**config.mk**
```make
export PLATFORM = sky130hd
export DESIGN_NAME = ptns_ctrl
export DESIGN_NICKNAME = d
export VERILOG_FILES = /design/src/hdl/ptns_pkg.sv /design/src/hdl/ptns_ctrl.sv
export SDC_FILE = /design/constraint.sdc
export NUM_CORES = 1
export LEC_CHECK = 0
export BUFFER_PORTS_ARGS = -buffer_cell sky130_fd_sc_hd__buf_4
export CELL_PAD_IN_SITES_DETAIL_PLACEMENT = 1
export CELL_PAD_IN_SITES_GLOBAL_PLACEMENT = 2
export CORE_MARGIN = 3
export CORE_UTILIZATION = 24
export DETAILED_ROUTE_END_ITERATION = 12
export GPL_TIMING_DRIVEN = 0
export PLACE_DENSITY = 0.78
export REMOVE_ABC_BUFFERS = 1
export SETUP_SLACK_MARGIN = 0.3
export SYNTH_ARGS = -nofsm -noshare
export SYNTH_HDL_FRONTEND = slang
export SYNTH_SLANG_ARGS = --single-unit
```
**constraint.sdc**
```tcl
create_clock -name clk -period 1.4 [get_ports clk]
set_input_delay 0.07 -clock clk [delete_from_list [all_inputs] [get_ports clk]]
set_output_delay 0.07 -clock clk [all_outputs]
set_load 0.005 [all_outputs]
```
**src/hdl/ptns_pkg.sv**
```systemverilog
package ptns_pkg;

  localparam int unsigned DEF_CAPACITY = 64;
  localparam int unsigned CoordW = 16;
  localparam int unsigned IdentW = 16;
  localparam int unsigned DepthW = 16;
  localparam int unsigned IndexW = 6;
  localparam logic [DepthW-1:0] HALF_DEPTH = 16'h8000;

  typedef enum logic [2:0] {
    KIND_ADD    = 3'd0,
    KIND_REMOVE = 3'd1,
    KIND_SELECT = 3'd2,
    KIND_NEAR2  = 3'd3,
    KIND_SETDEP = 3'd4,
    KIND_GETDEP = 3'd5,
    KIND_CLEAR  = 3'd6,
    KIND_NONE   = 3'd7
  } kind_t;

  typedef enum logic [3:0] {
    ST_IDLE,
    ST_FIND,
    ST_SHIFT,
    ST_SELECT,
    ST_REFRD,
    ST_NEAR,
    ST_NEARFIN,
    ST_DONE
  } state_t;

  // controller to datapath
  typedef struct packed {
    logic load;        // capture request, reset scan counter
    logic scan_rd;     // issue read at scan counter and advance
    logic ref_rd;      // issue read at reference index
    logic find_eval;   // evaluate id match on returned data
    logic sel_eval;    // evaluate box rule on returned data
    logic ref_cap;     // capture reference point
    logic near_eval;   // evaluate distance on returned data
    logic shift_step;  // read entry above shift pointer
    logic shift_write; // move returned entry down by one
    logic finish;      // form result
  } dp_cmd_t;

  // datapath to controller
  typedef struct packed {
    kind_t kind;
    logic  scan_end;   // scan counter has reached the entry count
    logic  found;      // id match seen
    logic  shift_end;  // shift pointer reached the end
    logic  ref_ok;     // reference index inside table
  } dp_stat_t;

endpackage

```
**src/hdl/ptns_ctrl.sv**
```systemverilog
module ptns_ctrl (
  input  logic                clk,
  input  logic                rst_n,
  input  logic                in_valid,
  output logic                in_ready,
  output logic                out_valid,
  input  logic                out_ready,
  input  ptns_pkg::dp_stat_t  stat,
  output ptns_pkg::dp_cmd_t   cmd
);
  import ptns_pkg::*;

  state_t state_r, state_nxt;
  logic   pend_r, pend_nxt;   // read data returning this cycle
  logic   ov_r, ov_nxt;

  // next state
  always_comb begin
    state_nxt = state_r;
    pend_nxt  = 1'b0;
    ov_nxt    = ov_r && !out_ready;
    case (state_r)
      ST_IDLE: begin
        if (in_valid && !ov_r) state_nxt = ST_FIND;
      end
      ST_FIND: begin
        // dispatch on captured kind
        case (stat.kind)
          KIND_REMOVE, KIND_SETDEP, KIND_GETDEP: begin
            if (pend_r && stat.found) begin
              state_nxt = (stat.kind == KIND_REMOVE) ? ST_SHIFT : ST_DONE;
            end else if (stat.scan_end && !pend_r) begin
              state_nxt = ST_DONE;
            end else if (!stat.scan_end) begin
              pend_nxt = 1'b1;
            end
          end
          KIND_SELECT: state_nxt = ST_SELECT;
          KIND_NEAR2:  state_nxt = stat.ref_ok ? ST_REFRD : ST_DONE;
          default:     state_nxt = ST_DONE;
        endcase
      end
      ST_SELECT: begin
        if (!stat.scan_end) pend_nxt = 1'b1;
        else if (!pend_r) state_nxt = ST_DONE;
      end
      ST_REFRD: if (pend_r) state_nxt = ST_NEAR;
      else pend_nxt = 1'b1;
      ST_NEAR: begin
        if (!stat.scan_end) pend_nxt = 1'b1;
        else if (!pend_r) state_nxt = ST_NEARFIN;
      end
      ST_NEARFIN: state_nxt = ST_DONE;
      ST_SHIFT: begin
        if (pend_r && stat.shift_end) state_nxt = ST_DONE;
        else if (!pend_r && stat.shift_end) state_nxt = ST_DONE;
        else pend_nxt = !pend_r;
      end
      ST_DONE: begin
        state_nxt = ST_IDLE;
        ov_nxt    = 1'b1;
      end
      default: state_nxt = ST_IDLE;
    endcase
  end

  // outputs
  always_comb begin
    cmd = '0;
    in_ready  = (state_r == ST_IDLE) && !ov_r;
    out_valid = ov_r;
    case (state_r)
      ST_IDLE: cmd.load = in_valid && !ov_r;
      ST_FIND: begin
        if (stat.kind == KIND_REMOVE || stat.kind == KIND_SETDEP ||
            stat.kind == KIND_GETDEP) begin
          cmd.find_eval = pend_r;
          cmd.scan_rd   = !stat.scan_end && !(pend_r && stat.found);
        end else if (stat.kind == KIND_NEAR2) begin
          cmd.scan_rd = 1'b0;
        end
      end
      ST_SELECT: begin
        cmd.sel_eval = pend_r;
        cmd.scan_rd  = !stat.scan_end;
      end
      ST_REFRD: begin
        cmd.ref_rd  = !pend_r;
        cmd.ref_cap = pend_r;
      end
      ST_NEAR: begin
        cmd.near_eval = pend_r;
        cmd.scan_rd   = !stat.scan_end;
      end
      ST_SHIFT: begin
        cmd.shift_step  = !pend_r && !stat.shift_end;
        cmd.shift_write = pend_r;
      end
      ST_DONE: cmd.finish = 1'b1;
      default: ;
    endcase
  end

  always_ff @(posedge clk) begin
    if (!rst_n) begin
      state_r <= ST_IDLE;
      pend_r  <= 1'b0;
      ov_r    <= 1'b0;
    end else begin
      state_r <= state_nxt;
      pend_r  <= pend_nxt;
      ov_r    <= ov_nxt;
    end
  end
endmodule

```
==> flow_summary.yaml, run 1 <==
run_status:
  outcome: "finished, violations left"
  violations: "setup timing"
placement:
  dpl.hpwl_um: 1070
  post-place-ws_ns: -0.401
  gp_congestion: 0.648
  port_buffers: 22
  place_inst: 103
detailed_routing:
  wl_per_cell_um: 15.9
  first_pass_iters: 2
  wl_um: 2000
  vias: 614
  via_per_inst: 4.87
  drt_iter0_drc: 7
  drc: 0
  ant_nets: 0
critical_path:
  r2r_start: "state_r[1]"
  path_class: "reg2out"
  path_buf_inv: 1
  cp-end-kind: "output port"
  cp.required_ns: 1.33
  reg2reg_depth: 5
  crit_chain: "nor4_1 -> and2_1 -> buf_4"
  critPathTopFamily: "simple AND/OR/NAND/NOR gates"
  crit_slowest_cell: "nor4_1"
  slowest_delay_ns: 0.42
  arrival_ns: 1.36
  reg2reg_slack_ns: 0.06
  start_kind: "register"
  path_max_fanout: 9
  timing.rr.end: "state_r[0]"
yosys:
  synthAdderAreaFrac_pct: 0
  synth-edff-count: 0
  synth_top_family_by_area: "simple AND/OR/NAND/NOR gates"
  ys_async_sr_fraction_pct: 0
  synth_top_area_share_pct: 19.8
  synthXorXnorAreaFrac_pct: 1.73
  muxShareOfSynthArea_pct: 2.96
  yosys_register_bits: 5
  synthSimpleGateAreaFrac_pct: 38.0
  synth_ff_type: "dfxtp_1"
  netlist_area_sq_um: 507
  synth_warnings: 0
  synth_compound_area_share_pct: 26.7
  synth-seq-area-share_pct: 19.8
  synthCells: 61
  ys_top_cells_by_area: "dfxtp_1 20%, buf_6 6.7%, nand2b_1 6.2%"
  synth.avg_cell_area_sq_um: 8.31
  synth_top_cell_by_area: "dfxtp_1"
  yosysUniqueCellTypes: 33
floorplanning:
  dieArea_sq_um: 2700
  core_area_sq_um: 1860
  die_x_um: 52.0
  io_pins: 23
  fp-row-count: 15
  start_util_pct: 27.3
  die_height_um: 52.0
timing:
  finalClockSkew_ns: 0.00401
  max_freq_mhz: 699
  layout_setup_ws_ns: -0.0314
  max-slew-margin-rel_pct: 71.7
  finalSetupViolCount: 1
  finalCritPeriodShare_pct: 102
  tightest_slew_ns: 0.421
  slew_viol_final: 0
  fin_crit_ns: 1.43
  tns_ns: -0.0314
  hold_viol: 0
  rsz0062_at_grt: "true"
clock_network:
  cts.path.max_buffers: 2
  cts_sinks: 5
  cts-htree-levels: 1
  numCtsBuffers: 3
  cts_tree: "done"
  cts_root_buffer: "clkbuf_4"
  path_clk_slew_ns: 0.05
  insertion_delay_ns: 0.25
global_routing:
  track_usage_pct: 15.7
  grt_pass1_wl_um: 3040
  grt_max_degree: 10
  antenna_found_initial: 0
  first_global_vias: 611
  grt_overflow_total: 0
flow_run:
  cap_viol_max_count: 0
final_layout:
  fin_cells: 126
  n_antenna_cell: 0
  nNetsFinal: 113
  drive_above_1_share_pct: 68.3
  final_util_pct: 53.2
  syn2layout_area_growth_pct: 95.1
  fill_cells: 215
min_path:
  hold_path_class: "in2reg"
  min-delay-start: "rst_n"
  hold_depth: 3
  hold_end: "state_r[2]"
power_and_ir_drop:
  leakage_nw: 0.434
  power_w: 0.00177
  p_per_area_nw_per_um2: 1790
  max-vdd-ir-drop_v: 0.000763
==> registers in the layout, indices dropped and copies added, names as in the netlist <==
| name | cells |
|---|---|
| out_valid | 1 |
| pend_r | 1 |
| state_r | 3 |
==> power by group <==
part	internal (W)	switching (W)	leakage (nW)	total, W
clock	0.000109	0.0000730	0.0150	0.000182
sequential	0.000218	0.000123	0.0437	0.000340
combinational	0.000713	0.000538	0.376	0.00125
==> cell usage after synthesis, types with 3 or more instances <==
cell and count:
buf_6 3, nand2b_1 5, nand2_1 6, nor2_1 5
dfxtp_1 5, nor4_1 3
==> tightest hold or removal path: cells and delay by family <==
family	cells	cell delay, ns
buffers and inverters	1	0.13
AO/OA/AOI/OAI	1	0.03
AND/OR/NAND/NOR	1	0.07
==> layout by cell type, fill, tap and decap left out, types with 2 or more instances in the layout <==
cell type and instances:
and2_1 2, nand2b_4 2, nand2_4 2, clkbuf_4 3, nor2_1 3, nand2_1 4
inv_1 2, buf_4 37, a21boi_0 2, nand2b_1 3, nor4b_4 2, buf_6 3
dfxtp_4 4, nor2_2 2, nor3b_2 2
==> how the worst max path moves through the flow <==
| stage | from | to | slack (ns) | depth (start not counted) |
|---|---|---|---|---|
| 5_1_grt | state_r[0] | cmd[9] | -0.12 | 3 |
| 2_1_floorplan | state_r[1] | state_r[0] | -0.07 | 4 |
| 6_report | state_r[1] | cmd[9] | -0.03 | 3 |
| 3_5_place_dp | state_r[1] | state_r[1] | -0.40 | 4 |
| 3_3_place_gp | state_r[1] | state_r[2] | -0.37 | 4 |
| 4_1_cts | state_r[1] | cmd[8] | 0.03 | 4 |
==> cells by family (layout without fill, tap and decap cells) <==
logic type | after synthesis | in the layout
AO/OA/AOI/OAI | 14 | 14
multiplexers | 1 | 1
XOR/XNOR | 1 | 1
buffers and inverters | 8 | 48
flip-flops | 5 | 5
AND/OR/NAND/NOR | 32 | 32
==> what timing repair did <==
action                                  4_1_cts  5_1_grt
hold buffers                                  0        0
endpoints found under the setup margin       16       15
pin swaps                                     4       11
buffers inserted                             14        5
resized for setup                            22       11
==> layout make-up <==
class | instances | area (sq um) | share of cell area (%)
repair buffers | 41 | 332 | 33.5
multi-input cells | 48 | 470 | 47.6
well taps | 25 | 31.3 | 3.16
clock buffers | 4 | 26.3 | 2.66
flip-flops and latches | 5 | 115 | 11.6
inverters | 3 | 13.8 | 1.39
==> per-layer routing <==
metal,GRT usage (%),up-vias,wire (um)
li1,-,307,-
met1,18.8,293,834
met2,27.2,14,1110
met3,1.72,0,59
met4,7.86,0,0
met5,0,-,0
==> stage by stage <==
| step | hold slack, ns | cell area, sq um |
|---|---|---|
| 3_5_place_dp | 0.327 | 659 |
| 6_report | 0.0955 | 988 |
| 5_1_grt | 0.0958 | 988 |
| 4_1_cts | 0.0640 | 888 |
| 3_3_place_gp | 0.329 | 659 |
| 2_1_floorplan | 0.171 | 463 |
Note: power is estimated with default switching activity, not from simulation.
==> inputs of run 2 (changes only) <==
Settings changed: CORE_MARGIN 3 to not set.
==> run 2 against run 1 <==
Effect of this change: the run still ends with setup timing left; highest routed layer unchanged; sequential share of layout area decreased by 0.38 points; worst hold slack got worse by 0.012 ns; setup slack lost 0.029 ns; global-route usage increased by 0.19 points; sequential power is 11% higher; critical path depth unchanged; design area grew 3.4%; flip-flop and latch count is the same.
==> flow_summary.yaml, run 2 (synthesis results as in run 1) <==
power_and_ir_drop:
  max-vdd-ir-drop_v: 0.000606
  p_per_area_nw_per_um2: 1810
  power_w: 0.00185
  leakage_nw: 0.443
final_layout:
  multiInputGateArea_sq_um: 472
  syn2layout_area_growth_pct: 102
  final_common_cell: "buf_4"
  regMostFlops: "state_r"
  ff_latch_area_sq_um: 115
  n_antenna_cell: 0
  drive_above_1_share_pct: 67.0
  layout_common_cells: "35 x buf_4, 7 x buf_6, 5 x nor2_1, 5 x nand2_1, 4 x dfxtp_4"
  nNetsFinal: 115
  fill_cells: 232
  largest_reg_flops: 3
floorplanning:
  core_area_sq_um: 1980
  fp-row-count: 16
  start_util_pct: 25.6
  die_height_um: 48.0
  dieArea_sq_um: 2300
  io_pins: 23
  die_x_um: 48.0
critical_path:
  start_kind: "register"
  path_class: "reg2out"
  arrival_ns: 1.39
  path_max_fanout: 10
  critPathTopFamily: "simple AND/OR/NAND/NOR gates"
  cp.required_ns: 1.33
  path_buf_inv: 1
  slowest_delay_ns: 0.43
  crit_slowest_cell: "nor4_1"
  cp-end-kind: "output port"
  crit_chain: "nor4_1 -> and2_1 -> buf_4"
clock_network:
  cts_root_buffer: "clkbuf_4"
  cts_tree: "done"
  cts_sinks: 5
  insertion_delay_ns: 0.24
  cts-htree-levels: 1
  path_clk_slew_ns: 0.05
  cts.path.max_buffers: 2
  numCtsBuffers: 3
timing:
  fin_crit_ns: 1.46
  whs_ns: 0.0832
  hold_viol: 0
  finalCritPeriodShare_pct: 104
  slew_viol_final: 0
  max_freq_mhz: 685
  layout_setup_ws_ns: -0.0608
  finalClockSkew_ns: 0.00165
  rsz0062_at_grt: "true"
  finalSetupViolCount: 1
  max-slew-margin-rel_pct: 71.2
  tightest_slew_ns: 0.428
run_status:
  violations: "setup timing"
  outcome: "finished, violations left"
flow_run:
  cap_viol_max_count: 0
min_path:
  hold_path_class: "in2reg"
global_routing:
  track_usage_pct: 15.8
  grt.met3_usage_pct: 2.26
  antenna_found_initial: 0
  met2_usage_pct: 29.2
  grt-busiest-layer: "met2"
  first_global_vias: 568
  grt_max_degree: 12
  grtUsageMet1_pct: 19.3
  grt_pass1_wl_um: 2510
  grt_overflow_total: 0
placement:
  dpl.hpwl_um: 1090
  port_buffers: 22
  gp_congestion: 0.772
detailed_routing:
  vias: 641
  wl_um: 1990
  first_pass_iters: 1
  via_per_inst: 4.93
  ant_nets: 0
  wl_per_cell_um: 15.3
  drt_iter0_drc: 0
  drc: 0
==> run 2: cell count changes in the layout (fill, tap and decap cells not counted), sizes merged <==
| cell | previous run | this run |
|---|---|---|
| buf | 41 | 43 |
==> run 2: worst register-to-register path, cell delays in order (launching register included) <==
cell and delay, ns:
dfxtp_4 0.39, xor2_1 0.18, a22oi_2 0.25, buf_4 0.19, o21bai_4 0.08, a211oi_2 0.20
==> run 2: final timing paths <==
check,from,to,slack (ns),cells after the start
setup / recovery,state_r[1],cmd[9],-0.06,3
hold / removal,rst_n,state_r[0],0.08,2
setup reg to reg,state_r[1],state_r[2],0.03,5
hold reg to reg,out_valid,out_valid,0.55,2
==> run 2: layout make-up <==
cell class                      instances  share of cell area (%)
Inverter                                3                    1.35
Tap cell                               27                    3.30
Clock buffer                            4                    2.57
Timing Repair Buffer                   43                    35.4
Sequential cell                         5                    11.3
Multi-Input combinational cell         48                    46.1
==> run 2: power by group <==
group | internal, W | switching [W] | leakage, nW
sequential | 0.000219 | 0.000157 | 0.0437
combinational | 0.000762 | 0.000544 | 0.384
clock | 0.000108 | 0.0000632 | 0.0150
==> run 2: routing by layer <==
layer	wire, um	up-vias
met4	0	0
met3	44	0
met1	843	314
li1	-	315
met5	0	-
met2	1100	12
==> run 2: per-stage QoR <==
stage	TNS (ns)	utilization (%)	worst slack, ns	cell area, sq um	instances
final	-0.0608	51.6	-0.0608	1020	130
after floorplan	-0.189	-	-0.0662	463	56
after detailed placement	-1.39	33.4	-0.375	662	105
after global placement	-1.16	33.4	-0.318	662	105
after global routing	-0.258	51.6	-0.105	1020	130
after CTS	0	46.0	0.0375	912	125
==> run 2: repair_timing <==
| action | in CTS | in global routing |
|---|---|---|
| setup endpoints to repair | 16 | 15 |
| gates cloned | 0 | 0 |
| gates resized for setup | 21 | 14 |
| setup buffers | 16 | 5 |
| hold buffers | 0 | 0 |
| pin swaps | 3 | 5 |
==> inputs of run 3 (changes only) <==
Settings changed: CORE_MARGIN set to 2.
Clock period 1.4 ns to 1.55 ns, I/O delays scaled along.
==> run 3 against run 2 <==
Effect of this change: the flow now finishes without violations; flip-flop and latch count stayed put; critical endpoint is now pend_r; register-to-register slack better by 0.11 ns; critical path depth is 2 higher; non-clock buffer count is 4 lower; global-route usage hardly changed; routed wire length is 10% higher; combinational power is 14% lower; setup slack better by 0.20 ns; cell count is 3.1% lower; count of clock-buffer cells in the layout stayed put; first-iteration DRC count is 1 higher; worst hold slack better by 0.028 ns.
==> flow_summary.yaml, run 3 (synthesis results as in run 1) <==
run_status:
  outcome: "finished, final reports clean"
placement:
  dpl.hpwl_um: 1080
  gp_congestion: 0.720
  place_inst: 105
  port_buffers: 22
clock_network:
  cts-htree-levels: 1
  numCtsBuffers: 3
  cts_sinks: 5
  path_clk_slew_ns: 0.06
  cts_root_buffer: "clkbuf_4"
  insertion_delay_ns: 0.26
  cts_tree: "done"
  cts-hold-fix-buffers: 0
  cts.path.max_buffers: 2
floorplanning:
  dieArea_sq_um: 2500
  die_x_um: 50.0
  io_pins: 23
  die_height_um: 50.0
  start_util_pct: 25.6
  core_area_sq_um: 1980
  fp-row-count: 16
timing:
  rsz0062_at_grt: "true"
  slew_viol_final: 0
  tightest_slew_ns: 0.333
  max-slew-margin-rel_pct: 77.5
  whs_ns: 0.112
  finalClockSkew_ns: 0.00907
  fin_crit_ns: 1.41
  finalCritPeriodShare_pct: 91.1
  max_freq_mhz: 708
  hold_viol: 0
  finalSetupViolCount: 0
final_layout:
  largest_reg_flops: 3
  final_common_cell: "buf_4"
  fin_cells: 126
  n_antenna_cell: 0
  nNetsFinal: 111
  drive_above_1_share_pct: 65.7
  syn2layout_area_growth_pct: 90.9
  layout_common_cells: "36 x buf_4, 5 x nor2_1, 5 x nand2_1"
  regMostFlops: "state_r"
critical_path:
  path_class: "reg2reg"
  path_max_fanout: 8
  cp.required_ns: 1.74
  arrival_ns: 1.60
  reg2reg_slack_ns: 0.14
  critPathTopFamily: "flip-flops"
  start_kind: "register"
  crit_chain: "buf_6 -> nand2b_4 -> mux2_4 -> o32ai_2 -> o311a_1"
  crit_slowest_cell: "dfxtp_4"
  slowest_delay_ns: 0.44
  path_buf_inv: 1
  cp-end-kind: "register"
power_and_ir_drop:
  p_comb_share_pct: 69.0
  intPower_w: 0.000931
  pwr-share-seq_pct: 20.6
  p_sw_w: 0.000699
  p_per_area_nw_per_um2: 1690
  max-vdd-ir-drop_v: 0.000546
  p_sw_share_pct: 42.9
  leakage_nw: 0.414
  p_clk_share_pct: 10.4
global_routing:
  grt_overflow_total: 0
  antenna_found_initial: 0
  track_usage_pct: 15.9
  grt_max_degree: 10
  grt_pass1_wl_um: 3110
  first_global_vias: 652
detailed_routing:
  ant_nets: 0
  wl_um: 2190
  wl_per_cell_um: 17.4
  first_pass_iters: 2
  drt_iter0_drc: 1
  via_per_inst: 5.05
  drc: 0
  vias: 636
flow_run:
  cap_viol_max_count: 0
min_path:
  hold_path_class: "in2reg"
## run 3: worst reg2reg max path, delay by kind of cell (launching register included)
| family | cells | cell delay (ns) |
|---|---|---|
| mux | 1 | 0.26 |
| flops | 1 | 0.44 |
| buf+inv | 1 | 0.15 |
| simple gates | 1 | 0.06 |
| compound gates | 2 | 0.43 |
## run 3: timing repair
item | in CTS | in global routing
setup endpoints to repair | 15 | 14
pin swaps | 3 | 6
buffers inserted | 13 | 4
gates resized for setup | 23 | 10
## run 3: path summary, 6_finish.rpt
check             start         end  cells past startpoint
min               rst_n  state_r[1]                      3
min reg2reg   out_valid   out_valid                      2
max reg2reg  state_r[1]      pend_r                      5
max          state_r[1]      pend_r                      5
## run 3: cell type report
cell class / count / area [sq um]
multi-input combinational: 48 / 474
sequential: 5 / 115
tap: 27 / 33.8
inverter: 3 / 13.8
timing repair buffer: 39 / 304
clock buffer: 4 / 26.3
fill: 230 / 1010
## run 3: stage by stage
stage               util [%]  total power, W  setup TNS [ns]  worst slack [ns]  instance area [sq um]
floorplan                  -        0.000629               0            0.0838                    463
global placement        33.4        0.000828          -0.451            -0.153                    662
detailed placement      33.4        0.000844          -0.551            -0.177                    662
CTS                     44.3         0.00138               0             0.217                    878
global route            48.8         0.00172               0            0.0913                    967
finish                  48.8         0.00163               0             0.138                    967
## run 3: power by group through the flow
stage / clock network [W] / logic (W) / registers [W]
CTS: 0.000153 / 0.000895 / 0.000333
global route: 0.000171 / 0.00121 / 0.000340
finish: 0.000170 / 0.00113 / 0.000335
detailed placement: 0 / 0.000495 / 0.000349
global placement: 0 / 0.000482 / 0.000347
floorplan: 0 / 0.000334 / 0.000296
## run 3: layer usage
layer  part of all wire [%]  global-route usage [%]  vias up  wire length [um]
li1                       -                       -      308                 -
met1                     37                    17.4      299               814
met2                     57                    30.9       25              1260
met3                    4.8                    3.64        4               105
met4                   0.78                    2.78        0                17
met5                      0                       0        -                 0
